**src/hw/rtl/assert_macros.svh**
```systemverilog
// Assertion macros shared by the linearizer RTL.
`ifndef ASSERT_MACROS_SVH
`define ASSERT_MACROS_SVH

// Clocked assertion with its own message; disabled while reset is asserted.
`define GSPL_ASSERT_MSG(lbl, prop, msg) \
  lbl: assert property (@(posedge clk_i) disable iff (!rst_ni) prop) \
    else $error(msg);

// Same check with a generic message.
`define GSPL_ASSERT(lbl, prop) `GSPL_ASSERT_MSG(lbl, prop, "linearizer assertion violated")

`endif

```
**src/hw/rtl/gspl_div.sv**
```systemverilog
// Pipelined restoring divider: overflow check, then one quotient bit per stage.
module gspl_div #(
  parameter int NUM_W = 27,
  parameter int DEN_W = 17,
  parameter int QUO_W = 24
) (
  input  logic             clk_i,
  input  logic [QUO_W:0]   en_i,
  input  logic [NUM_W-1:0] num_i,
  input  logic [DEN_W-1:0] den_i,
  output logic [QUO_W-1:0] quo_o
);

  localparam int SH_W = DEN_W + QUO_W;
  localparam int W = (NUM_W > SH_W) ? NUM_W : SH_W;

  logic [W-1:0]     rem_q [QUO_W+1];
  logic [W-1:0]     rem_d [QUO_W+1];
  logic [DEN_W-1:0] den_q [QUO_W+1];
  logic [QUO_W-1:0] quo_q [QUO_W+1];
  logic [QUO_W-1:0] quo_d [QUO_W+1];
  logic             ovf_q [QUO_W+1];
  logic             ovf_d;

  // A quotient that needs more than QUO_W bits saturates to all ones.
  assign ovf_d = W'(num_i) >= (W'(den_i) << QUO_W);
  assign rem_d[0] = W'(num_i);
  assign quo_d[0] = '0;

  for (genvar j = 1; j <= QUO_W; j++) begin : g_step
    logic [W-1:0] trial;
    logic         ge;
    assign trial = W'(den_q[j-1]) << (QUO_W - j);
    assign ge = rem_q[j-1] >= trial;
    assign rem_d[j] = ge ? rem_q[j-1] - trial : rem_q[j-1];
    always_comb begin
      quo_d[j] = quo_q[j-1];
      quo_d[j][QUO_W-j] = ge;
    end
  end

  always_ff @(posedge clk_i) begin
    for (int j = 0; j <= QUO_W; j++) begin
      if (en_i[j]) begin
        rem_q[j] <= rem_d[j];
        quo_q[j] <= quo_d[j];
        den_q[j] <= (j == 0) ? den_i : den_q[(j == 0) ? 0 : j - 1];
        ovf_q[j] <= (j == 0) ? ovf_d : ovf_q[(j == 0) ? 0 : j - 1];
      end
    end
  end

  assign quo_o = ovf_q[QUO_W] ? '1 : quo_q[QUO_W];

endmodule

```
**config.mk**
```make
export PLATFORM = sky130hd
export DESIGN_NAME = gspl_div
export DESIGN_NICKNAME = d
export VERILOG_FILES = /design/src/hw/rtl/assert_macros.svh /design/src/hw/rtl/gspl_div.sv
export SDC_FILE = /design/constraint.sdc
export NUM_CORES = 2
export LEC_CHECK = 0
export ABC_CLOCK_PERIOD_IN_PS = 3900
export CAP_MARGIN = 25
export CORE_MARGIN = 2
export CORE_UTILIZATION = 49
export DETAILED_ROUTE_END_ITERATION = 8
export DONT_BUFFER_PORTS = 1
export SLEW_MARGIN = 20
export SYNTH_ARGS = -nofsm -noshare
export SYNTH_HDL_FRONTEND = slang
export SYNTH_SLANG_ARGS = --single-unit
```
**constraint.sdc**
```tcl
create_clock -name clk_i -period 3.9 [get_ports clk_i]
set_input_delay 0.78 -clock clk_i [delete_from_list [all_inputs] [get_ports clk_i]]
set_output_delay 0.78 -clock clk_i [all_outputs]
set_load 0.005 [all_outputs]
```
==> impl_metrics.env <==
export IMPL_rrSetupSlack_ns=0.24
export IMPL_clk_latency_ns=0.82
export IMPL_clock_sinks=1703
export IMPL_core_area_mm2=0.167
export IMPL_sequentialPowerShare_pct=44.2
export IMPL_post_synth_top_count_cell="edfxtp_1"
export IMPL_required_ns=4.45
export IMPL_io_pin_count=94
export IMPL_crit_arrival_ns=4.21
export IMPL_antenna_found_initial=1
export IMPL_pre_cts_ws_ns=-0.0480
export IMPL_critPathBufInv=3
export IMPL_synth_top_area_share_pct=62.3
export IMPL_maxCapViolCount=0
export IMPL_hp_start="num_i[7]"
export IMPL_path_common_cell="inv_1"
export IMPL_grt_first_pass_wirelength_um=278000
export IMPL_pwr_share_comb_pct=26.8
export IMPL_rows=150
export IMPL_whs_path_depth=0
export IMPL_power_total_uw=60100
export IMPL_drive_gt1_share_pct=7.61
export IMPL_synth_edf_count=1703
export IMPL_min_to="rem_q[0][7]"
export IMPL_status="finished, final reports clean"
export IMPL_startpoint_type="register"
export IMPL_rr_worst_depth=13
export IMPL_ant_nets=0
export IMPL_tritoncts="yes"
export IMPL_period_needed_ns=3.66
export IMPL_syn_area_mm2=0.0821
export IMPL_timing_rr_start="rem_q[2][247]"
export IMPL_grt_overflow_total=0
export IMPL_clock_fmax_mhz=273
export IMPL_dpl_hpwl_um=132000
export IMPL_rsz0062_at_grt="false"
export IMPL_cts_made_buffers=178
export IMPL_gp_congestion=0.884
export IMPL_die_x_um=413
export IMPL_async_reset_ff_share_pct=0
export IMPL_regToRegEndpoint="rem_q[2][319]"
export IMPL_clk_pin_slew_worst_paths_ns=0.06
export IMPL_intPower_uw=41600
export IMPL_hold_ws_ns=0.0628
export IMPL_swShare_pct=30.8
export IMPL_synth_cell_types=92
export IMPL_synth_nets=7002
export IMPL_synthCells=6511
export IMPL_grt_util_all_layers_pct=20.8
export IMPL_p_sw_uw=18500
export IMPL_areaGrowthSynthToFinish_pct=11.1
export IMPL_antenna_cells=0
export IMPL_timing_final_crit_share_pct=93.9
export IMPL_synthFlopType="edfxtp_1"
export IMPL_die_area_mm2=0.171
export IMPL_drv_slew=0
export IMPL_ir_worst_vdd_mv=0.386
export IMPL_drt_wl_total_um=178000
export IMPL_maxSlewHeadroom_pct=35.8
export IMPL_yosysTopAreaCell="edfxtp_1"
export IMPL_ys_seq_area_share_pct=62.3
export IMPL_htree_levels=4
export IMPL_skew_ns=0.0299
export IMPL_clock_power_share_pct=29.0
export IMPL_critPathTopFamily="compound AO/OA/AOI/OAI gates"
export IMPL_synth_seq_cells=1703
export IMPL_num_vias=50300
export IMPL_drtIter0Drc=3718
export IMPL_postCtsSetupBuffers=0
export IMPL_vias_per_cell=5.59
export IMPL_final_util_pct=54.7
export IMPL_drt_pass1_iter_count=8
export IMPL_nets=7150
export IMPL_die_h_um=413
export IMPL_p_leak_uw=0.0337
export IMPL_avgSynthCellArea_um2=12.6
export IMPL_grt_pass1_vias=49400
export IMPL_root_buffer="clkbuf_16"
export IMPL_worst_pin_slew_ns=0.948
export IMPL_worstSetupEndpointType="register"
export IMPL_ys_warn_count=0
export IMPL_fillerInstances=13800
export IMPL_start_util_pct=49.2
export IMPL_wire_per_inst_um=19.8
export IMPL_synthTopCellsByCount="edfxtp_1 (1703), inv_1 (512), nor2_1 (451)"
export IMPL_worst_slack_ns=0.236
export IMPL_finalHoldViolations=0
export IMPL_grt_max_degree=83
export IMPL_place_port_buffers=0
export IMPL_yosys_top_cells_area="edfxtp_1 (62%), ha_1 (6.1%), xor2_1 (3.0%), xnor2_1 (2.8%), a21oi_1 (2.4%)"
export IMPL_hold_path_class="primary input to register"
export IMPL_slowest_stage="fa_1"
export IMPL_drc=0
export IMPL_max_stage_delay_ns=0.42
export IMPL_setup_worst_path_class="register to register"
export IMPL_crit_path_max_fanout=9
export IMPL_final_setup_viol_count=0
export IMPL_path_cells="inv_1, ha_1, inv_1, fa_1, a211oi_1, o21ai_0, a31oi_1, o211ai_1, a211oi_4, inv_2, nand4_1, nor3_1, xor2_1"
export IMPL_cts_buffer_depth=3
export IMPL_powerDensity_mw_per_mm2=659
[per-layer routing]
metal	GRT usage (%)	vias to the layer above	part of all wire, %
li1	-	24600	-
met1	25.9	24500	42
met2	37.5	938	52
met3	3.06	287	3.9
met4	5.68	2	2.4
met5	0	-	0.0073
[timing repair]
action                                  CTS  global route
hold buffers                              6             0
resized for setup                         1             2
hold endpoints to repair                  6             0
endpoints found under the setup margin    2             7
cloned                                    0             0
[cell families (layout without fill, tap and decap cells)]
logic type / after synthesis / in the layout / synth area share, %
AOI/OAI and AO/OA: 1267 / 1267 / 9.70
xor gates and xnor gates: 535 / 535 / 5.71
adders and majority gates: 421 / 421 / 6.63
buffers and inverters: 624 / 922 / 2.91
DFF: 1703 / 1703 / 62.3
muxes: 82 / 82 / 1.12
and+or+nand+nor: 1879 / 1879 / 11.7
[how the worst max path moves through the flow]
stage                          endpoint     startpoint  cells after the start
final                     rem_q[2][319]  rem_q[2][247]                     13
after global routing      rem_q[2][113]   rem_q[2][52]                     10
after CTS                  rem_q[2][30]  rem_q[1][307]                     10
after detailed placement   rem_q[2][30]  rem_q[1][307]                     10
after global placement     rem_q[2][34]  rem_q[1][307]                     10
after floorplan           rem_q[2][251]  rem_q[2][233]                      8
[per-stage QoR]
stage / instance area, um^2 / instances / setup TNS, ns
finish: 91200 / 9013 / 0
global route: 91200 / 9013 / 0
CTS: 91200 / 9013 / 0
detailed placement: 85000 / 8677 / -0.0760
global placement: 85000 / 8677 / 0
floorplan: 82100 / 6511 / 0
[worst register-to-register path, stage by stage, from the launching register on]
cell      delay, ns
edfxtp_1       0.36
inv_1          0.08
ha_1           0.17
inv_1          0.05
fa_1           0.42
a211oi_1       0.34
o21ai_0        0.18
a31oi_1        0.35
o211ai_1       0.33
a211oi_4       0.32
inv_2          0.14
nand4_1        0.38
nor3_1         0.13
xor2_1         0.16
[layout by cell type, fill, tap and decap left out, drive strengths merged, types with 205 or more instances in the layout]
cell type | netlist | final
a21oi | 391 | 391
clkbuf | 88 | 205
nand2 | 437 | 437
nor2 | 451 | 451
o21ai | 322 | 322
inv | 516 | 524
edfxtp | 1703 | 1703
xnor2 | 258 | 258
xor2 | 277 | 277
ha | 398 | 398
[sequential cells by signal (all words and copies together), names as in the netlist]
name and count:
rem_q 970, den_q 408, quo_q 300, ovf_q 25
[power by group through the flow]
| stage | combinational [uW] | sequential [uW] | clock, uW |
|---|---|---|---|
| finish | 16100 | 26600 | 17400 |
| global route | 18100 | 26900 | 18600 |
| CTS | 16000 | 26600 | 17900 |
| detailed placement | 15900 | 27000 | 0 |
| global placement | 15700 | 26900 | 0 |
| floorplan | 12600 | 25900 | 0 |
[layout make-up]
type,instances,area (um^2),area share (%)
Inverter,517,1940,2.13
Clock buffer,205,4580,5.02
Clock inverter,125,1500,1.64
Timing Repair Buffer,75,616,0.675
Tap cell,2204,2760,3.02
Multi-Input combinational cell,4184,28700,31.4
Sequential cell,1703,51100,56.1
No activity file was read; power rests on OpenSTA's default activity.
